`src/rtl/cprt_pkg.sv`:
```
// Package for the CAN poll/reply tracker.
// Holds item, result and configuration types, codes and group tables.
// No dependencies.
package cprt_pkg;

  localparam int unsigned TOKEN_W    = 11;
  localparam int unsigned NODE_W     = 4;
  localparam int unsigned ID_W       = 29;
  localparam int unsigned TIME_W     = 32;
  localparam int unsigned MS_W       = 16;
  localparam int unsigned LEN_W      = 4;
  localparam int unsigned DATA_W     = 64;
  localparam int unsigned WORD_W     = 16;
  localparam int unsigned GROUP_W    = 2;
  localparam int unsigned PAYLOAD_W  = 24;
  localparam int unsigned CFG_IDX_W  = 3;
  localparam int unsigned CFG_DATA_W = 16;

  localparam logic [NODE_W-1:0] NODE_MAX = 4'd14;

  // Identifier field codes
  localparam logic [2:0] KIND_REQUEST  = 3'd1;
  localparam logic [2:0] KIND_REPLY    = 3'd2;
  localparam logic [3:0] TABLE_REQUEST = 4'd5;
  localparam logic [3:0] TABLE_REPLY   = 4'd6;
  localparam logic [7:0] CMD_READ      = 8'd6;

  // Fault masks
  localparam logic [7:0] STATUS_FAULT_MASK  = 8'h1C;
  localparam logic [7:0] CHANNEL_FAULT_MASK = 8'h3E;
  localparam logic [7:0] STATUS_OK_BYTE     = 8'h01;

  typedef enum logic {
    OP_TICK  = 1'b0,
    OP_FRAME = 1'b1
  } op_t;

  typedef enum logic [GROUP_W-1:0] {
    GRP_PEDAL   = 2'd0,
    GRP_CURRENT = 2'd1,
    GRP_STATUS  = 2'd2,
    GRP_CHANNEL = 2'd3
  } group_t;

  typedef enum logic [CFG_IDX_W-1:0] {
    REG_POLL_ENABLE    = 3'd0,
    REG_OWN_NODE       = 3'd1,
    REG_REMOTE_NODE    = 3'd2,
    REG_REPLY_DEADLINE = 3'd3,
    REG_POLL_INTERVAL  = 3'd4
  } reg_idx_t;

  typedef struct packed {
    logic              poll_enable;
    logic [NODE_W-1:0] own_node;
    logic [NODE_W-1:0] remote_node;
    logic [MS_W-1:0]   reply_deadline;
    logic [MS_W-1:0]   poll_gap;
    logic              poll_ok;
  } cfg_t;

  typedef struct packed {
    logic              operation;
    logic [TIME_W-1:0] now_ms;
    logic [ID_W-1:0]   frame_id;
    logic [LEN_W-1:0]  frame_len;
    logic [DATA_W-1:0] frame_data;
  } item_t;

  typedef struct packed {
    logic [WORD_W-1:0] word_a;
    logic [WORD_W-1:0] word_b;
    logic [WORD_W-1:0] word_c;
    logic [WORD_W-1:0] word_d;
    logic              fault_flag;
  } decode_t;

  typedef struct packed {
    logic                 request_valid;
    logic [ID_W-1:0]      request_id;
    logic [PAYLOAD_W-1:0] request_payload;
    logic                 reply_accepted;
    logic [GROUP_W-1:0]   reply_group;
    decode_t              words;
  } result_t;

  // Register-map offset of each group
  function automatic logic [TOKEN_W-1:0] group_offset(input logic [GROUP_W-1:0] grp);
    logic [TOKEN_W-1:0] off;
    case (grp)
      GRP_PEDAL:   off = 11'd0;
      GRP_CURRENT: off = 11'd64;
      GRP_STATUS:  off = 11'd76;
      GRP_CHANNEL: off = 11'd60;
      default:     off = 11'd0;
    endcase
    return off;
  endfunction

  // Reply payload length of each group
  function automatic logic [LEN_W-1:0] group_length(input logic [GROUP_W-1:0] grp);
    logic [LEN_W-1:0] len;
    case (grp)
      GRP_PEDAL:   len = 4'd8;
      GRP_CURRENT: len = 4'd4;
      GRP_STATUS:  len = 4'd8;
      GRP_CHANNEL: len = 4'd4;
      default:     len = 4'd8;
    endcase
    return len;
  endfunction

  // Pack a 29-bit extended identifier
  function automatic logic [ID_W-1:0] pack_id(input logic [TOKEN_W-1:0] off,
                                              input logic [2:0]         kind,
                                              input logic [NODE_W-1:0]  src,
                                              input logic [NODE_W-1:0]  dst,
                                              input logic [3:0]         tbl);
    return {off, kind, src, dst, tbl, 3'b000};
  endfunction

endpackage

```
`src/rtl/cprt_if.sv`:
```
// Valid/ready channel interfaces for the CAN poll/reply tracker.
// Depends on cprt_pkg for field widths.
interface cprt_in_if;
  logic                            valid;
  logic                            ready;
  logic                            operation;
  logic [cprt_pkg::TIME_W-1:0]     now_ms;
  logic [cprt_pkg::ID_W-1:0]       frame_id;
  logic [cprt_pkg::LEN_W-1:0]      frame_len;
  logic [cprt_pkg::DATA_W-1:0]     frame_data;

  modport source (output valid, operation, now_ms, frame_id, frame_len, frame_data,
                  input ready);
  modport sink (input valid, operation, now_ms, frame_id, frame_len, frame_data,
                output ready);
endinterface

interface cprt_out_if;
  logic                            valid;
  logic                            ready;
  logic                            request_valid;
  logic [cprt_pkg::ID_W-1:0]       request_id;
  logic [cprt_pkg::PAYLOAD_W-1:0]  request_payload;
  logic                            reply_accepted;
  logic [cprt_pkg::GROUP_W-1:0]    reply_group;
  logic [cprt_pkg::WORD_W-1:0]     word_a;
  logic [cprt_pkg::WORD_W-1:0]     word_b;
  logic [cprt_pkg::WORD_W-1:0]     word_c;
  logic [cprt_pkg::WORD_W-1:0]     word_d;
  logic                            fault_flag;

  modport source (output valid, request_valid, request_id, request_payload,
                  reply_accepted, reply_group, word_a, word_b, word_c, word_d,
                  fault_flag, input ready);
  modport sink (input valid, request_valid, request_id, request_payload,
                reply_accepted, reply_group, word_a, word_b, word_c, word_d,
                fault_flag, output ready);
endinterface

```
`src/rtl/cprt_cfg_regs.sv`:
```
// Configuration register file of the CAN poll/reply tracker.
// Depends on cprt_pkg; produces the cfg_t bundle with the poll-allowed flag.
module cprt_cfg_regs (
  input  logic                            clk,
  input  logic                            rst,
  input  logic                            cfg_wr_en,
  input  logic [cprt_pkg::CFG_IDX_W-1:0]  cfg_index,
  input  logic [cprt_pkg::CFG_DATA_W-1:0] cfg_data,
  output cprt_pkg::cfg_t                  cfg
);

  logic                          poll_enable;
  logic [cprt_pkg::NODE_W-1:0]   own_node;
  logic [cprt_pkg::NODE_W-1:0]   remote_node;
  logic [cprt_pkg::MS_W-1:0]     reply_deadline;
  logic [cprt_pkg::MS_W-1:0]     poll_gap;

  // Write registers; unknown indexes are dropped
  always_ff @(posedge clk) begin
    if (rst) begin
      poll_enable    <= 1'b0;
      own_node       <= '0;
      remote_node    <= '0;
      reply_deadline <= '0;
      poll_gap       <= '0;
    end else if (cfg_wr_en) begin
      case (cfg_index)
        cprt_pkg::REG_POLL_ENABLE:    poll_enable    <= cfg_data[0];
        cprt_pkg::REG_OWN_NODE:       own_node       <= cfg_data[cprt_pkg::NODE_W-1:0];
        cprt_pkg::REG_REMOTE_NODE:    remote_node    <= cfg_data[cprt_pkg::NODE_W-1:0];
        cprt_pkg::REG_REPLY_DEADLINE: reply_deadline <= cfg_data[cprt_pkg::MS_W-1:0];
        cprt_pkg::REG_POLL_INTERVAL:  poll_gap       <= cfg_data[cprt_pkg::MS_W-1:0];
        default: ;
      endcase
    end
  end

  // Polling needs valid, distinct nodes and a nonzero deadline
  always_comb begin
    cfg.poll_enable    = poll_enable;
    cfg.own_node       = own_node;
    cfg.remote_node    = remote_node;
    cfg.reply_deadline = reply_deadline;
    cfg.poll_gap       = poll_gap;
    cfg.poll_ok        = poll_enable && (reply_deadline != '0) &&
                         (own_node <= cprt_pkg::NODE_MAX) &&
                         (remote_node <= cprt_pkg::NODE_MAX) &&
                         (own_node != remote_node);
  end

endmodule

```
`src/rtl/cprt_reply_decode.sv`:
```
// Reply payload decoder of the CAN poll/reply tracker.
// Depends on cprt_pkg; turns one group's payload into words and a fault flag.
module cprt_reply_decode (
  input  logic [cprt_pkg::GROUP_W-1:0] group,
  input  logic [cprt_pkg::DATA_W-1:0]  frame_data,
  output cprt_pkg::decode_t            dec
);

  logic [7:0] b0, b1, b4, b5, b7;

  always_comb begin
    b0 = frame_data[7:0];
    b1 = frame_data[15:8];
    b4 = frame_data[39:32];
    b5 = frame_data[47:40];
    b7 = frame_data[63:56];
    dec = '0;
    case (group)
      // Four little-endian sensor words
      cprt_pkg::GRP_PEDAL: begin
        dec.word_a = frame_data[15:0];
        dec.word_b = frame_data[31:16];
        dec.word_c = frame_data[47:32];
        dec.word_d = frame_data[63:48];
      end
      // Raw motor current
      cprt_pkg::GRP_CURRENT: begin
        dec.word_a = frame_data[15:0];
      end
      // Status fault: nonzero code, bad state byte or error bits
      cprt_pkg::GRP_STATUS: begin
        dec.fault_flag = (frame_data[15:0] != '0) || (b4 != cprt_pkg::STATUS_OK_BYTE) ||
                         (b5 != '0) || ((b7 & cprt_pkg::STATUS_FAULT_MASK) != '0);
      end
      // Channel fault bits
      cprt_pkg::GRP_CHANNEL: begin
        dec.fault_flag = ((b0 & cprt_pkg::CHANNEL_FAULT_MASK) != '0) || (b1 != '0);
      end
      default: dec = '0;
    endcase
  end

endmodule

```
`src/rtl/cprt_engine.sv`:
```
// Poll/reply engine: input register, state update and result register.
// Depends on cprt_pkg, cprt_if and cprt_reply_decode.
module cprt_engine (
  input  logic           clk,
  input  logic           rst,
  input  cprt_pkg::cfg_t cfg,
  cprt_in_if.sink        item,
  cprt_out_if.source     result
);

  // Input register
  cprt_pkg::item_t in_q;
  logic            in_q_valid;

  // Result register
  cprt_pkg::result_t out_q;
  logic              out_valid;

  // Tracker state
  logic                         reply_pending;
  logic [cprt_pkg::TOKEN_W-1:0] seq_token;
  logic [cprt_pkg::GROUP_W-1:0] group_index;
  logic [cprt_pkg::TIME_W-1:0]  last_poll_time;
  logic [cprt_pkg::ID_W-1:0]    expected_reply_id;

  logic                         reply_pending_next;
  logic [cprt_pkg::TOKEN_W-1:0] seq_token_next;
  logic [cprt_pkg::GROUP_W-1:0] group_index_next;
  logic [cprt_pkg::TIME_W-1:0]  last_poll_time_next;
  logic [cprt_pkg::ID_W-1:0]    expected_reply_id_next;
  cprt_pkg::result_t            res_next;

  logic                         advance;
  logic [cprt_pkg::TIME_W-1:0]  elapsed;
  logic                         in_time;
  logic                         expire;
  logic [cprt_pkg::TOKEN_W-1:0] token_now;
  logic                         issue;
  logic                         accept;
  logic [cprt_pkg::LEN_W-1:0]   grp_len;
  cprt_pkg::decode_t            dec;

  // Move the held transaction on when the result register is free
  assign advance    = in_q_valid && (!out_valid || result.ready);
  assign item.ready = !in_q_valid || advance;

  // Capture a transaction
  always_ff @(posedge clk) begin
    if (rst) begin
      in_q_valid <= 1'b0;
    end else if (item.ready) begin
      in_q_valid <= item.valid;
    end
    if (item.valid && item.ready) begin
      in_q.operation  <= item.operation;
      in_q.now_ms     <= item.now_ms;
      in_q.frame_id   <= item.frame_id;
      in_q.frame_len  <= item.frame_len;
      in_q.frame_data <= item.frame_data;
    end
  end

  cprt_reply_decode u_decode (
    .group      (group_index),
    .frame_data (in_q.frame_data),
    .dec        (dec)
  );

  // Tick and reply decisions
  always_comb begin
    elapsed   = in_q.now_ms - last_poll_time;
    in_time   = elapsed <= {{(cprt_pkg::TIME_W-cprt_pkg::MS_W){1'b0}}, cfg.reply_deadline};
    grp_len   = cprt_pkg::group_length(group_index);
    expire    = 1'b0;
    issue     = 1'b0;
    accept    = 1'b0;
    token_now = seq_token;

    if (in_q.operation == cprt_pkg::OP_TICK) begin
      if (cfg.poll_ok && !(reply_pending && in_time)) begin
        expire    = reply_pending;
        token_now = reply_pending ? seq_token + 1'b1 : seq_token;
        issue     = elapsed >=
                    {{(cprt_pkg::TIME_W-cprt_pkg::MS_W){1'b0}}, cfg.poll_gap};
      end
    end else begin
      accept = cfg.poll_enable && reply_pending && (in_q.frame_id == expected_reply_id) &&
               (in_q.frame_len == grp_len) && in_time;
    end

    reply_pending_next     = reply_pending;
    seq_token_next         = seq_token;
    group_index_next       = group_index;
    last_poll_time_next    = last_poll_time;
    expected_reply_id_next = expected_reply_id;
    res_next               = '0;

    // Drop an overdue request
    if (expire) begin
      reply_pending_next = 1'b0;
      seq_token_next     = token_now;
    end

    // Send a read request and note the reply identifier
    if (issue) begin
      res_next.request_valid   = 1'b1;
      res_next.request_id      = cprt_pkg::pack_id(cprt_pkg::group_offset(group_index),
                                   cprt_pkg::KIND_REQUEST, cfg.own_node,
                                   cfg.remote_node, cprt_pkg::TABLE_REQUEST);
      res_next.request_payload = {cprt_pkg::CMD_READ, token_now[10:3], token_now[2:0],
                                  {1'b0, grp_len}};
      expected_reply_id_next   = cprt_pkg::pack_id(token_now, cprt_pkg::KIND_REPLY,
                                   cfg.remote_node, cfg.own_node, cprt_pkg::TABLE_REPLY);
      reply_pending_next       = 1'b1;
      last_poll_time_next      = in_q.now_ms;
    end

    // Decode a matching reply and advance token and group
    if (accept) begin
      res_next.reply_accepted = 1'b1;
      res_next.reply_group    = group_index;
      res_next.words          = dec;
      reply_pending_next      = 1'b0;
      seq_token_next          = seq_token + 1'b1;
      group_index_next        = group_index + 1'b1;
    end
  end

  // Hold state and the result register
  always_ff @(posedge clk) begin
    if (rst) begin
      out_valid         <= 1'b0;
      reply_pending     <= 1'b0;
      seq_token         <= '0;
      group_index       <= '0;
      last_poll_time    <= '0;
      expected_reply_id <= '0;
    end else begin
      if (advance) begin
        out_valid         <= 1'b1;
        reply_pending     <= reply_pending_next;
        seq_token         <= seq_token_next;
        group_index       <= group_index_next;
        last_poll_time    <= last_poll_time_next;
        expected_reply_id <= expected_reply_id_next;
      end else if (result.ready) begin
        out_valid <= 1'b0;
      end
    end
    if (advance) begin
      out_q <= res_next;
    end
  end

  assign result.valid           = out_valid;
  assign result.request_valid   = out_q.request_valid;
  assign result.request_id      = out_q.request_id;
  assign result.request_payload = out_q.request_payload;
  assign result.reply_accepted  = out_q.reply_accepted;
  assign result.reply_group     = out_q.reply_group;
  assign result.word_a          = out_q.words.word_a;
  assign result.word_b          = out_q.words.word_b;
  assign result.word_c          = out_q.words.word_c;
  assign result.word_d          = out_q.words.word_d;
  assign result.fault_flag      = out_q.words.fault_flag;

  // A result never carries both a request and a reply
  a_single_kind: assert property (@(posedge clk) disable iff (rst)
    out_valid |-> !(out_q.request_valid && out_q.reply_accepted))
    else $error("result carries both a request and a reply");

  // A sent request leaves a reply pending
  a_issue_pending: assert property (@(posedge clk) disable iff (rst)
    (advance && issue) |=> reply_pending)
    else $error("request sent without pending mark");

  // An accepted reply moves to the next group
  a_group_step: assert property (@(posedge clk) disable iff (rst)
    (advance && accept) |=> (group_index == $past(group_index) + 2'd1))
    else $error("group did not advance after reply");

  // State holds while no transaction is processed
  a_token_hold: assert property (@(posedge clk) disable iff (rst)
    !advance |=> ($stable(seq_token) && $stable(group_index) && $stable(reply_pending)))
    else $error("tracker state changed without a transaction");

  // A held input transaction is not lost
  a_input_kept: assert property (@(posedge clk) disable iff (rst)
    (in_q_valid && !advance) |=> in_q_valid)
    else $error("input transaction dropped");

endmodule

```
`src/rtl/can_poll_reply_tracker_unit.sv`:
```
// CAN poll/reply tracker, top level.
// An accepted transaction passes the input register, then the result register.
// Throughput: one transaction per cycle while results are taken (ready high);
// the state update is a single pass.
// Reset (synchronous, active high) clears the registers, the pending mark,
// token, group, poll time and expected identifier.
// Depends on cprt_pkg, cprt_if, cprt_cfg_regs and cprt_engine.
module can_poll_reply_tracker_unit (
  input  logic                            clk,
  input  logic                            rst,
  input  logic                            cfg_wr_en,
  input  logic [cprt_pkg::CFG_IDX_W-1:0]  cfg_index,
  input  logic [cprt_pkg::CFG_DATA_W-1:0] cfg_data,
  cprt_in_if.sink                         item,
  cprt_out_if.source                      result
);

  cprt_pkg::cfg_t cfg;

  cprt_cfg_regs u_cfg (
    .clk       (clk),
    .rst       (rst),
    .cfg_wr_en (cfg_wr_en),
    .cfg_index (cfg_index),
    .cfg_data  (cfg_data),
    .cfg       (cfg)
  );

  cprt_engine u_engine (
    .clk    (clk),
    .rst    (rst),
    .cfg    (cfg),
    .item   (item),
    .result (result)
  );

endmodule

```
`src/flat_wrapper.sv`:
```
// flat-port wrapper written by rule: the top's interface ports become plain ports
module can_poll_reply_tracker_unit_flat 
  (clk, rst, cfg_wr_en, cfg_index, cfg_data, item_valid, item_operation, item_now_ms, item_frame_id, item_frame_len, item_frame_data, item_ready, result_valid, result_request_valid, result_request_id, result_request_payload, result_reply_accepted, result_reply_group, result_word_a, result_word_b, result_word_c, result_word_d, result_fault_flag, result_ready);
  cprt_in_if item_i ();
  cprt_out_if result_i ();
  input  logic clk;
  input  logic rst;
  input  logic cfg_wr_en;
  input  logic [cprt_pkg::CFG_IDX_W-1:0] cfg_index;
  input  logic [cprt_pkg::CFG_DATA_W-1:0] cfg_data;
  input wire logic [$bits(item_i.valid)-1:0] item_valid;
  input wire logic [$bits(item_i.operation)-1:0] item_operation;
  input wire logic [$bits(item_i.now_ms)-1:0] item_now_ms;
  input wire logic [$bits(item_i.frame_id)-1:0] item_frame_id;
  input wire logic [$bits(item_i.frame_len)-1:0] item_frame_len;
  input wire logic [$bits(item_i.frame_data)-1:0] item_frame_data;
  output wire logic [$bits(item_i.ready)-1:0] item_ready;
  output wire logic [$bits(result_i.valid)-1:0] result_valid;
  output wire logic [$bits(result_i.request_valid)-1:0] result_request_valid;
  output wire logic [$bits(result_i.request_id)-1:0] result_request_id;
  output wire logic [$bits(result_i.request_payload)-1:0] result_request_payload;
  output wire logic [$bits(result_i.reply_accepted)-1:0] result_reply_accepted;
  output wire logic [$bits(result_i.reply_group)-1:0] result_reply_group;
  output wire logic [$bits(result_i.word_a)-1:0] result_word_a;
  output wire logic [$bits(result_i.word_b)-1:0] result_word_b;
  output wire logic [$bits(result_i.word_c)-1:0] result_word_c;
  output wire logic [$bits(result_i.word_d)-1:0] result_word_d;
  output wire logic [$bits(result_i.fault_flag)-1:0] result_fault_flag;
  input wire logic [$bits(result_i.ready)-1:0] result_ready;
  assign item_i.valid = item_valid;
  assign item_i.operation = item_operation;
  assign item_i.now_ms = item_now_ms;
  assign item_i.frame_id = item_frame_id;
  assign item_i.frame_len = item_frame_len;
  assign item_i.frame_data = item_frame_data;
  assign item_ready = item_i.ready;
  assign result_valid = result_i.valid;
  assign result_request_valid = result_i.request_valid;
  assign result_request_id = result_i.request_id;
  assign result_request_payload = result_i.request_payload;
  assign result_reply_accepted = result_i.reply_accepted;
  assign result_reply_group = result_i.reply_group;
  assign result_word_a = result_i.word_a;
  assign result_word_b = result_i.word_b;
  assign result_word_c = result_i.word_c;
  assign result_word_d = result_i.word_d;
  assign result_fault_flag = result_i.fault_flag;
  assign result_i.ready = result_ready;
  can_poll_reply_tracker_unit u_core (.clk(clk), .rst(rst), .cfg_wr_en(cfg_wr_en), .cfg_index(cfg_index), .cfg_data(cfg_data), .item(item_i), .result(result_i));
endmodule
```
`config.mk`:
```
export PLATFORM = sky130hd
export DESIGN_NAME = can_poll_reply_tracker_unit_flat
export DESIGN_NICKNAME = d
export VERILOG_FILES = /design/src/rtl/cprt_pkg.sv /design/src/rtl/cprt_if.sv /design/src/rtl/cprt_cfg_regs.sv /design/src/rtl/cprt_reply_decode.sv /design/src/rtl/cprt_engine.sv /design/src/rtl/can_poll_reply_tracker_unit.sv /design/src/flat_wrapper.sv
export SDC_FILE = /design/constraint.sdc
export NUM_CORES = 1
export LEC_CHECK = 0
export ABC_CLOCK_PERIOD_IN_PS = 11900
export CORE_UTILIZATION = 40
export DETAILED_ROUTE_END_ITERATION = 6
export DONT_BUFFER_PORTS = 1
export GPL_TIMING_DRIVEN = 0
export PLACE_DENSITY_LB_ADDON = 0.12
export SLEW_MARGIN = 0
export SYNTH_ARGS = -nofsm -noshare
export SYNTH_HDL_FRONTEND = slang
export SYNTH_HIERARCHICAL = 1
export SYNTH_SLANG_ARGS = --single-unit
```
`constraint.sdc`:
```
create_clock -name clk -period 11.9 [get_ports clk]
set_input_delay 2.38 -clock clk [delete_from_list [all_inputs] [get_ports clk]]
set_output_delay 2.38 -clock clk [all_outputs]
set_load 0.02 [all_outputs]
```
==> run summary, run 1 <==
The run finished with clean final reports. For the worst setup path, the data arrival time is 5.99 ns. The run gives 705 as the DRC violation total after the first TritonRoute iteration.

The critical path runs through a total of 19 cells. The tools report the post-synthesis instance area as 16200 um^2. The logs give 0.465 ns for the tightest hold margin and 0.55 ns for the clock latency reported for the late side of the worst-skew pair. The tools report the depth of the CTS H-tree as 2. The total die area was 41300 um^2; the register clock-pin slew on the reported worst setup and hold paths was 0.06 ns. Setup repair after global routing left no endpoint under its margin. Summing all placed instances gives a cell area of 17000 um^2.

The number of fill cells is 3764, and the cell count of the worst hold path is 2. Walking the worst path, the cells encountered are inv_1 > ha_1 > fa_1 > nand2b_1 > a21oi_1 > o211ai_1 > a21oi_1 > nor2_1 > xnor2_1 > ha_1 > a21o_1 > a211o_1 > a21o_1 > a21oi_1 > a22oi_1 > or3_1 > nor4_4 > clkbuf_1 > and2_1. The global-route wire length before repair is 61300 um, and the adder-cell area share of the yosys netlist is 5.30%.

For this design the ratio of total power to cell area is 151 nW/um^2. After detailed routing, the total wire length is 40800 um. The number of warning messages in the yosys log is 6, and the number of clock sinks seen by CTS is 332.

Most common flop cell mapped by yosys: edfxtp_1. In the final routed layout, each cell accounts on average for 19.3 um. The number of max-slew violations in the final report was 0; the count of buffering cells on the critical path with inverters included was 2. Once detail routing completed, the nets flagged for antenna violations numbered 0. In this run the most critical hold path is launched from u_core/u_cfg/poll_gap[3]. For the I/O pin count, the log shows 278. After Yosys synthesis, XOR and XNOR cells account for 2.97% of the synthesized area. The cell that appears most often on the critical path is a21oi_1.

In this run the horizontal extent of the chip is 203 um. Timing would allow up to 0.179 GHz. Summed over all failing endpoints, the final setup total negative slack is 0 ns. The via count was 11000; the count of TritonRoute iterations in the first routing pass was 5. CTS placed an instance of clkbuf_16 at the clock tree root. Counting flops with a built-in enable in the synthesized netlist gives 223. The initial antenna violation count came out at 2. Entering global routing, the biggest net connects 70 pins. The tools report the share of the yosys chip area belonging to registers as 54.8%. Once the clock tree was built, the setup fixing pass inserted 0 buffers. Along the worst path, the maximum fanout reaches 10. The class of the tightest hold or removal check is reg2reg. The per-instance average area after synthesis was 10.8 um^2; the area inside the core boundary was 39800 um^2. The die extent in y works out to 203 um. The share of async-settable or async-resettable flops after synthesis is 0%, and the average via count per standard cell is 5.18.

The mux cell area share after synthesis came out at 1.62%. Data on the critical path is required at its endpoint by 12.32 ns. In the layout the commonest cells are 223 x edfxtp_1, 125 x and2_1, 124 x a21oi_1.

Across the VDD grid, the largest voltage drop is 0.000129 V. Setup slack on the worst reg-to-reg path comes out at 6.33 ns. The endpoint of the worst-slack reg-to-reg timing path was u_core/u_engine/result.word_d[2]. The worst slew margin relative to its limit came out at 38.1%.

Synthesis instantiated 87 different standard cells from the library. Setup violations remaining at the end of the flow were counted as 0. The worst setup path is of the reg2reg kind. The overall power after layout was 2.76 mW; the post-synthesis simple-gate area fraction was 17.4%.

The layout cell share with drive strength beyond 1 is 11.4%, and the final cell area excluding filler cells is 18400 um^2. The tools report the routed length on met3 as 2330 um. The topmost layer with routed signal wires was met4. Counting the buffers created by CTS gives 39. By area, the combinational part of the netlist is dominated by simple AND/OR/NAND/NOR gates. No sink is reached through more buffers than the 3 on the longest clock path. Between clock sinks in the finished design, the worst skew comes to 0.0104 ns. TritonCTS built the clock tree. The slowest library cell on the worst path was nor4_4. The area added between synthesis and finish is 13.2%. In this run the tool buffered the top-level ports with 0 buffer cells. The clock period minus final worst setup slack came out at 5.57 ns. edfxtp_1 takes more of the synthesized area than any other cell. The kind of cell with the highest combined delay along the critical path is compound AO/OA/AOI/OAI gates. Across the run, the number of max-cap violations was 0. In the post-synthesis netlist, the biggest area contributors are edfxtp_1 41%, dfxtp_1 13%, ha_1 5.2%. The actual transition at the worst max-transition pin was 0.916 ns; the detailed route wirelength on metal2 was 18700 um. The count of mapped cells out of synthesis was 1494. The worst hold path terminates at u_core/u_cfg/poll_gap[3]. The placed wire-length estimate is 30200 um, and the residual DRC count is 0. Final hold violation count: 0.

The fraction of the cycle the final worst path needs works out to 46.8%. The synthesized netlist devotes 12.4% of its cell area to compound gates. The stage delay of the slowest cell on the critical path was 0.57 ns. The run gives 10300 as the number of global-route vias before repair.

The tools report the standard-cell row count as 73. In the final routing, the length of wire on met1 measures 18900 um. After clock tree synthesis, the repair step resized 0 gates. Startpoint of the most critical register-to-register path: u_core/u_engine/in_q[97].

The synthesized design devotes to its leading area cell type 41.3% of total area. STA classifies the critical path endpoint as a register. At the end of routability-driven placement, the weighted congestion stood at 0.832. Sort of element at the start of the critical path: a register. After synthesis the netlist holds a flip-flop and latch count of 332.

Leading cell type in the layout, fill and taps excluded: edfxtp_1. For this configuration, the core starts out at a cell density of 40.7%. The number of cells on the worst reg-to-reg path is 19. In the final design database the tool counted 1780 nets. For this design, the CTS-stage hold fixing added 0 buffers. The global-route congestion overflow total was 0.

The leakage power total was 6.31 nW. The total global routing track utilization was 19.5%.
metrics by stage:
| step | util [%] | setup WS [ns] | std cells |
|---|---|---|---|
| after floorplan | - | 5.50 | 1515 |
| after global placement | 42.5 | 3.23 | 2040 |
| after detailed placement | 42.7 | 6.28 | 2042 |
| after CTS | 46.1 | 6.25 | 2114 |
| after global routing | 46.1 | 5.96 | 2116 |
| final | 46.1 | 6.33 | 2116 |
worst max-delay path by stage:
stage                                   from                                     to  slack [ns]
floorplan                       result_ready      u_core/u_engine/result.fault_flag        5.50
global placement                result_ready      u_core/u_engine/result.word_a[10]        3.23
detailed placement  u_core/u_engine/in_q[97]       u_core/u_engine/result.word_d[2]        6.28
CTS                 u_core/u_engine/in_q[97]      u_core/u_engine/result.word_d[15]        6.25
global route        u_core/u_engine/in_q[97]  u_core/u_engine/result.reply_group[1]        5.96
finish              u_core/u_engine/in_q[97]       u_core/u_engine/result.word_d[2]        6.33
where the power goes:
part | switching (mW) | internal (mW)
clock | 0.482 | 0.757
combinational | 0.126 | 0.0733
sequential | 0.0437 | 1.28
total | 0.652 | 2.11
kinds of logic after synthesis:
family,Yosys count
XOR/XNOR,55
flip-flops,332
buffers and inverters,178
other,1
adder cells (fa/ha/maj),68
AND/OR/NAND/NOR,523
multiplexers,25
AO/OA/AOI/OAI,312
cells in the mapped netlist, types with 19 or more instances:
cell type	n
edfxtp_1	223
and2_1	126
a21oi_1	124
nand2_1	111
dfxtp_1	109
nor2_1	82
o21ai_0	70
inv_1	69
ha_1	67
nand3_1	61
buf_4	36
clkbuf_1	36
xor2_1	31
nor2b_1	25
xnor2_1	24
nand4_1	20
nor4_1	19
worst register-to-register path: stages, from the launching register on:
cell	delay [ns]
edfxtp_1	0.40
inv_1	0.06
ha_1	0.22
fa_1	0.40
nand2b_1	0.19
a21oi_1	0.20
o211ai_1	0.16
a21oi_1	0.38
nor2_1	0.11
xnor2_1	0.35
ha_1	0.32
a21o_1	0.16
a211o_1	0.29
a21o_1	0.17
a21oi_1	0.14
a22oi_1	0.21
or3_1	0.45
nor4_4	0.57
clkbuf_1	0.48
and2_1	0.20
layer usage:
layer	global-route usage (%)	up-vias
li1	-	5415
met4	6.61	0
met5	0	-
met3	4.03	50
met2	30.4	302
met1	26.8	5204
sequential cells by signal (all words and copies together), names as in the netlist, 2 cells and up:
signal                                  flops
u_core/u_engine/result.word_c              16
u_core/u_engine/expected_reply_id          20
u_core/u_cfg/own_node                       4
u_core/u_engine/result.word_b              16
u_core/u_engine/seq_token                  11
u_core/u_engine/result.word_d              16
u_core/u_engine/result.word_a              16
u_core/u_engine/result.reply_group          2
u_core/u_cfg/poll_gap                      16
u_core/u_engine/group_index                 2
u_core/u_engine/result.request_id          12
u_core/u_engine/result.request_payload     13
u_core/u_cfg/remote_node                    4
u_core/u_engine/last_poll_time             32
u_core/u_engine/in_q                      130
u_core/u_cfg/reply_deadline                16
final cells by class:
cell class | instances | area, um^2 | share of cell area [%]
clock buffers | 53 | 1130 | 6.17
plain buffers | 108 | 628 | 3.42
flip-flops and latches | 332 | 8880 | 48.4
well taps | 525 | 657 | 3.58
inverters | 70 | 263 | 1.43
multi-input cells | 1005 | 6520 | 35.5
clock inverters | 19 | 210 | 1.15
diodes | 2 | 5.00 | 0.0273
repair buffers | 2 | 55.1 | 0.300
(Power assumes the default switching activity.)
==> inputs of run 2 (changes only) <==
--- a/config.mk
+++ b/config.mk
@@ -5,7 +5,7 @@
 export SDC_FILE = /design/constraint.sdc
 export NUM_CORES = 1
 export LEC_CHECK = 0
-export ABC_CLOCK_PERIOD_IN_PS = 11900
+export ABC_CLOCK_PERIOD_IN_PS = 4500
 export CORE_UTILIZATION = 40
 export DETAILED_ROUTE_END_ITERATION = 6
 export DONT_BUFFER_PORTS = 1
==> constraint.sdc (replaced) <==
create_clock -name clk -period 4.5 [get_ports clk]
set_input_delay 0.9 -clock clk [delete_from_list [all_inputs] [get_ports clk]]
set_output_delay 0.9 -clock clk [all_outputs]
set_load 0.02 [all_outputs]
==> run 2 against run 1 <==
Effect of this change:
- the flow now finishes with violations (setup timing)
- worst hold slack got worse by 0.020 ns
- via count grew 3.8%
- utilization increased by 4.4 points
- flip-flop and latch count unchanged
- combinational power grew to 2.9 times the previous value
- global-route usage is 0.65 points higher
- critical path depth decreased by 1
- wire length up 6.2%
- critical path type unchanged
- largest power group unchanged
==> run summary, run 2 (synthesis gave the netlist of run 1 again) <==
The run finished, with violations left. The final reports fail on setup timing. The layout cell share with drive strength beyond 1 is 25.2% (+14 points). Setup repair after global routing could not meet its margin everywhere. Global-route wire length before repair: 64000 um (+4.3%). TritonCTS built the clock tree. The actual transition at the worst max-transition pin is 1.00 ns (+0.0871 ns), and the number of routed nets with antenna violations is 0 (unchanged). Via count: 11400 (+3.8%). The die extent in y was 203 um (unchanged). The logs give 30200 um (-0.12%) for the placed wire-length estimate and 41300 um^2 (unchanged) for the total die area. The overall power after layout is 7.04 mW (+150%). The residual DRC count came out at 0 (unchanged). The average via count per standard cell is 5.25 (+1.2%). The tightest min-delay check is of the in2reg type.

The run gives -0.0739 ns (-6.40 ns) as the worst setup margin. The logs give 20.1% (+0.65 points) for the total global routing track utilization and 10900 (+5.9%) for the number of global-route vias before repair. Root buffer selected by CTS: clkbuf_16. Final wirelength: 43300 um (+6.2%). The sort of element at the start of the critical path was a register. The floorplan die width is 203 um (unchanged), and the worst slew margin relative to its limit is 33.1% (-5.0 points).

In the layout the commonest cells are 223 x edfxtp_1, 109 x nand2_1, 109 x dfxtp_1. The total of max-cap violations was 0 (unchanged). For the initial standard-cell utilization of the core, the log shows 40.7% (unchanged). The maximum number of pins on one net before global-route repair was 103 (+47%); the worst voltage drop across the vdd grid was 0.000295 V (+130%). The number of max-slew violations in the final report came out at 0 (unchanged). Data arrival time of the critical path: 5.01 ns (-0.98 ns). The worst reg2reg path depth was 18 (-1). The run gives 4.93 ns (-7.39 ns) as the critical path data required time. Initial antenna violation count: 3 (+1). The depth of the CTS H-tree is 2 (unchanged), and the fraction of the cycle the final worst path needs is 102% (+55 points).

The slowest library cell on the worst path was or4_4. The tools report the clock tree skew after final layout as 0.00722 ns (-0.00321 ns). For the leakage power total, the log shows 6.83 nW (+8.2%). The final sum of negative setup slack was -1.27 ns (-1.27 ns).

The stage delay of the slowest cell on the critical path came out at 0.65 ns (+0.08 ns). The maximum count of clock buffers along a single path is 3 (unchanged), and the power density of the placed cells is 350 nW/um^2 (+130%). The run gives 0 (unchanged) as the count of hold-fix buffers inserted at cts. The tools report the clock latency reported for the late side of the worst-skew pair as 0.55 ns (about the same). The area inside the core boundary came out at 39800 um^2 (unchanged). The final estimated routing congestion in global placement is 0.849 (+2.1%). The global-route congestion overflow total was 0 (unchanged); the final cell area excluding filler cells was 20100 um^2 (+9.5%). The register name with the most flops is u_core/u_engine/in_q. For the number of endpoints failing setup at the final stage, the log shows 52 (+52).

The number of clock sinks seen by CTS was 332 (unchanged); the tightest hold margin was 0.444 ns (-0.0204 ns). The highest fanout seen on the critical path works out to 5 (-5). Placed cell area: 17000 um^2 (-0.13%). The total clock buffers created by CTS came out at 38 (-2.6%). The tools report the peak clock frequency supported by timing as 0.219 GHz (+22%). The standard-cell row count came out at 73 (unchanged). The DRC violation total after the first TritonRoute iteration was 609 (-14%); the I/O pin count was 278 (unchanged). The register clock-pin slew on the reported worst setup and hold paths was 0.06 ns (about the same). The startpoint-to-endpoint class of the critical path is reg2reg. The clock period minus final worst setup slack came out at 4.57 ns (-0.998 ns).

The largest registers in the layout are u_core/u_engine/in_q: 130 flops, u_core/u_engine/last_poll_time: 32 flops, u_core/u_engine/expected_reply_id: 20 flops. The number of flip-flops in the largest register is 130 (unchanged), and the detailed-route wire length per cell is 20.0 um (+3.6%). The total number of nets in the final design is 1836 (+3.1%), and the final hold violation count is 0 (unchanged). The count of buffers inserted at the top-level ports is 0 (unchanged). The worst setup path is captured at a register.

The count of TritonRoute iterations in the first routing pass came out at 5 (unchanged). Walking the worst path, the cells encountered are ha_1 > o211ai_1 > a21oi_4 > nor2_1 > nor2_1 > nor2_1 > xnor2_1 > ha_1 > a21o_1 > a21o_1 > a211o_1 > a21o_1 > a21oi_2 > a22oi_2 > or4_4 > buf_8 > o22ai_4 > mux2_4. The leading cell type in the layout, fill and taps excluded was edfxtp_1.

The area added between synthesis and finish was 24.0%; the cell count of the worst hold path was 0 (-2). The run gives 3580 (-4.9%) as the number of fill cells.
## run 2: per-layer routing
| layer | track usage (%) | vias to the layer above | wire, um |
|---|---|---|---|
| li1 | - | 5536 | - |
| met1 | 28.0 | 5485 | 20300 |
| met2 | 31.7 | 301 | 19800 |
| met3 | 3.58 | 65 | 2220 |
| met4 | 6.39 | 2 | 961 |
| met5 | 0 | - | 13 |
## run 2: worst paths after layout
| path | from | end | slack [ns] |
|---|---|---|---|
| setup / recovery | u_core/u_engine/in_q[100] | u_core/u_engine/seq_token[3] | -0.07 |
| hold / removal | item_frame_data[48] | u_core/u_engine/in_q[48] | 0.44 |
| setup reg to reg | u_core/u_engine/in_q[100] | u_core/u_engine/seq_token[3] | -0.07 |
| hold reg to reg | u_core/u_cfg/poll_gap[15] | u_core/u_cfg/poll_gap[15] | 0.46 |
## run 2: metrics by stage
step / util [%] / cells / worst slack, ns
final: 50.5 / 2170 / -0.0739
after global routing: 50.5 / 2169 / -0.322
after CTS: 48.1 / 2146 / -0.154
after detailed placement: 42.6 / 2041 / -1.11
after global placement: 42.5 / 2040 / -1.07
after floorplan: - / 1515 / 0.173
## run 2: area by class of cell
cell class                 instances  area (um^2)  share of cell area (%)
sequential                       332         8880                    44.2
clock buffer                      56         1030                    5.12
clock inverter                    13          144                   0.716
timing repair buffer              60          830                    4.13
antenna                            2         5.00                  0.0249
tap                              525          657                    3.27
buffer                           106          821                    4.08
multi-input combinational       1006         7460                    37.1
inverter                          70          275                    1.37
## run 2: power breakdown
| group | internal [mW] | leakage, nW | switching [mW] |
|---|---|---|---|
| combinational | 0.210 | 3.30 | 0.361 |
| clock | 1.71 | 0.561 | 1.25 |
| sequential | 3.39 | 2.97 | 0.119 |
## run 2: critical path, delay by kind of cell (launching register included)
kind                       cells  cell delay, ns
AOI/OAI and AO/OA              9            1.57
and+or+nand+nor                4            1.17
adders and majority gates      2            0.63
DFF                            1            0.44
muxes                          1            0.31
buffers and inverters          1            0.18
xor gates and xnor gates       1            0.16
## run 2: what timing repair did
item | 4_1_cts | 5_1_grt
gates resized for setup | 146 | 211
cloned | 8 | 7
setup buffers | 28 | 19
pin swaps | 45 | 99
setup endpoints to repair | 159 | 159
==> inputs of run 3 (changes only) <==
--- a/config.mk
+++ b/config.mk
@@ -6,7 +6,9 @@
 export NUM_CORES = 1
 export LEC_CHECK = 0
 export ABC_CLOCK_PERIOD_IN_PS = 4500
+export CORE_MARGIN = 10
 export CORE_UTILIZATION = 40
+export CTS_BUF_LIST = sky130_fd_sc_hd__clkbuf_16
 export DETAILED_ROUTE_END_ITERATION = 6
 export DONT_BUFFER_PORTS = 1
 export GPL_TIMING_DRIVEN = 0
==> run 3 against run 2 <==
Effect of this change:
- worst hold slack got worse by 0.011 ns
- combinational power rose by 1%
- sequential power barely moved
- via count fell by 0.41%
- first-iteration DRC count rose by 20%
- global-route usage fell by 2.8 points
- the flow still finishes with violations (setup timing)
- clock power fell by 4%
- sequential share of layout area rose by 1.2 points
==> run summary, run 3 (synthesis gave the netlist of run 1 again) <==
The flow ran to the end, but the final reports show violations. The final reports fail on setup timing. The area added between synthesis and finish was 20.7%. Die extent in y: 221 um (+8.9%). The number of endpoints failing setup at the final stage came out at 23 (-56%). In this run the most critical hold path is launched from item_now_ms[24]. The count of buffers inserted at the top-level ports was 0 (unchanged); the worst setup timing slack at the placement stage was -0.988 ns (+0.125 ns). The total global routing track utilization is 17.4% (-2.8 points), and the I/O pin count is 278 (unchanged).

The total clock buffers created by CTS is 38 (unchanged), and the clock period minus final worst setup slack is 4.62 ns (+0.0414 ns). Leaving out fill and tap cells, the most frequent cells in the layout are 223 x edfxtp_1, 116 x and2_1, 110 x nand2_1. The final hold violation count is 0 (unchanged), and the sequential power share is 50.6% (+0.8 points).

The cell count of the worst hold path was 0 (unchanged). Combined area of the multi-input logic cells: 7180 um^2 (-3.6%). The worst setup path is launched from a register. The tools report the number of routed nets with antenna violations as 0 (unchanged).

TritonCTS built the clock tree. The register clock-pin slew on the reported worst setup and hold paths came out at 0.06 ns (about the same). The power density of the placed cells works out to 354 nW/um^2 (+1.0%). The average via count per standard cell works out to 5.25 (about the same).

The maximum count of clock buffers along a single path came out at 3 (unchanged). The register name with the most flops is u_core/u_engine/in_q. Final cell area excluding filler cells: 19600 um^2 (-2.7%). The tools report the leakage power total as 6.75 nW (-1.2%).

Standard-cell row count: 73 (unchanged). The logs give 11000 (+0.53%) for the number of global-route vias before repair and 0.0221 ns (+0.0149 ns) for the clock tree skew after final layout. The critical path is of the reg2reg type. The run gives 40.6% (-0.093 points) as the initial standard-cell utilization of the core. The final wirelength was 45100 um (+4.0%).

The placed cell area is 17000 um^2 (+0.12%), and the floorplan die width is 221 um (+8.9%). The total of max-cap violations was 0 (unchanged). In the final layout, the registers with the most flip-flops are u_core/u_engine/in_q: 130 flops, u_core/u_engine/last_poll_time: 32 flops, u_core/u_engine/expected_reply_id: 20 flops. Setup repair after global routing could not meet its margin everywhere. For hold timing, the worst endpoint is u_core/u_engine/in_q[121]. The run gives 3601 (+0.59%) as the number of fill cells. The part of the total power dissipated in the clock network was 41.0% (-1.0 points).

The worst setup path is captured at a register. The depth of the CTS H-tree was 2 (unchanged); the number of clock sinks seen by CTS was 332 (unchanged). For the worst setup margin, the log shows -0.115 ns (-0.0414 ns).

Global-route congestion overflow total: 0 (unchanged). The number of flip-flops in the largest register works out to 130 (unchanged). The total number of nets in the final design came out at 1829 (-0.38%). Total die area: 49000 um^2 (+18%). The layout cell share with drive strength beyond 1 was 21.2% (-4.0 points). The run gives 5.20 mW (-2.2%) as the internal power component. For the clock latency reported for the late side of the worst-skew pair, the log shows 0.56 ns (about the same). Endpoint of the worst-slack reg-to-reg timing path: u_core/u_engine/seq_token[2]. The worst reg2reg path depth works out to 22 (+4). The DRC violation total after the first TritonRoute iteration came out at 728 (+20%). The fraction of the cycle the final worst path needs was 103% (+0.92 points); the worst slew margin relative to its limit was 39.1% (+6.0 points).

The number of max-slew violations in the final report was 0 (unchanged). The switching share of power is 24.9% (+0.39 points). The residual DRC count was 0 (unchanged). The startpoint identified for the worst register-to-register timing path is u_core/u_engine/in_q[97]. Actual transition at the worst max-transition pin: 0.914 ns (-0.0894 ns). The peak clock frequency supported by timing was 0.217 GHz (-0.90%).

The root buffer selected by CTS was clkbuf_16. For the maximum number of pins on one net before global-route repair, the log shows 103 (unchanged). The combinational fraction of design power is 8.4% (+0.3 points), and the placed wire-length estimate is 32200 um (+6.7%). The class of the tightest hold or removal check was in2reg. Worst voltage drop across the vdd grid: 0.000295 V (about the same). The tools report the initial antenna violation count as 5 (+2). Leading cell type in the layout, fill and taps excluded: edfxtp_1.

Global-route wire length before repair: 67200 um (+5.0%). The run gives 39900 um^2 (+0.23%) as the area inside the core boundary. The data arrival time of the critical path is 5.05 ns (+0.04 ns), and the tightest hold margin is 0.434 ns (-0.0106 ns). The count of TritonRoute iterations in the first routing pass is 5 (unchanged), and the final estimated routing congestion in global placement is 0.861 (+1.4%). The area used by sequential logic in the layout is 8880 um^2 (unchanged), and the reported net switching power is 1.72 mW (-0.13%). The overall power after layout was 6.92 mW (-1.7%); the detailed-route wire length per cell was 20.9 um (+4.4%). Highest fanout seen on the critical path: 5 (unchanged). The tools report the final sum of negative setup slack as -0.807 ns (+0.466 ns). The minimum setup slack among reg-to-reg paths was -0.12 ns (-0.04 ns); the critical path data required time was 4.93 ns (about the same).

Via count: 11300 (-0.41%).
## run 3: layout make-up
type | instances | area share, %
timing repair buffer | 54 | 3.29
clock buffer | 38 | 4.86
timing repair inverter | 1 | 0.0320
buffer | 104 | 4.04
inverter | 70 | 1.38
multi-input combinational | 1006 | 36.7
antenna | 2 | 0.0256
clock inverter | 30 | 0.864
tap | 525 | 3.36
sequential | 332 | 45.4
## run 3: metrics by stage
stage	utilization, %	instances
after CTS	46.7	2128
final	49.0	2162
after global placement	42.5	2040
after floorplan	-	1515
after detailed placement	42.6	2042
after global routing	49.0	2161
## run 3: metal layers
| layer | global-route usage [%] | wire (um) | vias to the layer above |
|---|---|---|---|
| li1 | - | - | 5522 |
| met1 | 22.5 | 19900 | 5478 |
| met2 | 28.4 | 21900 | 268 |
| met3 | 4.11 | 2340 | 66 |
| met4 | 4.76 | 897 | 8 |
| met5 | 0 | 44 | - |
## run 3: what timing repair did
item	4_1_cts	5_1_grt
hold buffers	0	0
setup endpoints to repair	159	159
pin swaps	40	69
cloned	3	7
gates resized for setup	84	174
setup buffers	17	28
## run 3: how the worst max path moves through the flow
stage | from | end | slack, ns | cells past startpoint
finish | u_core/u_engine/in_q[97] | u_core/u_engine/seq_token[2] | -0.12 | 22
global route | u_core/u_engine/in_q[97] | u_core/u_engine/seq_token[2] | -0.32 | 22
CTS | u_core/u_engine/in_q[97] | u_core/u_engine/seq_token[2] | -0.12 | 20
detailed placement | u_core/u_engine/in_q[97] | u_core/u_engine/result.word_d[2] | -0.99 | 20
global placement | u_core/u_engine/in_q[97] | u_core/u_engine/result.word_a[1] | -0.97 | 20
floorplan | u_core/u_engine/in_q[97] | u_core/u_engine/seq_token[3] | 0.17 | 19
## run 3: power groups by stage
| stage | logic (mW) | clock network (mW) | registers, mW |
|---|---|---|---|
| floorplan | 0.402 | 0 | 3.54 |
| global placement | 0.512 | 0 | 3.58 |
| detailed placement | 0.526 | 0 | 3.57 |
| CTS | 0.551 | 2.94 | 3.51 |
| global route | 0.645 | 3.07 | 3.51 |
| finish | 0.579 | 2.84 | 3.50 |
## run 3: critical path, stage by stage, from the launching register on
cell and delay [ns]:
edfxtp_1 0.39, inv_2 0.06, ha_4 0.17, fa_2 0.38, nand2b_4 0.16, a21oi_4 0.14
o211ai_1 0.17, a21oi_2 0.23, nor2_2 0.07, xnor2_2 0.17, ha_1 0.29, nand4_1 0.11
nor2_1 0.07, a211o_1 0.29, a21o_1 0.17, a21oi_2 0.16, a22oi_2 0.14, nor3_4 0.25
buf_6 0.13, nand3_4 0.11, o21a_4 0.28, o211a_1 0.24, mux2_4 0.30
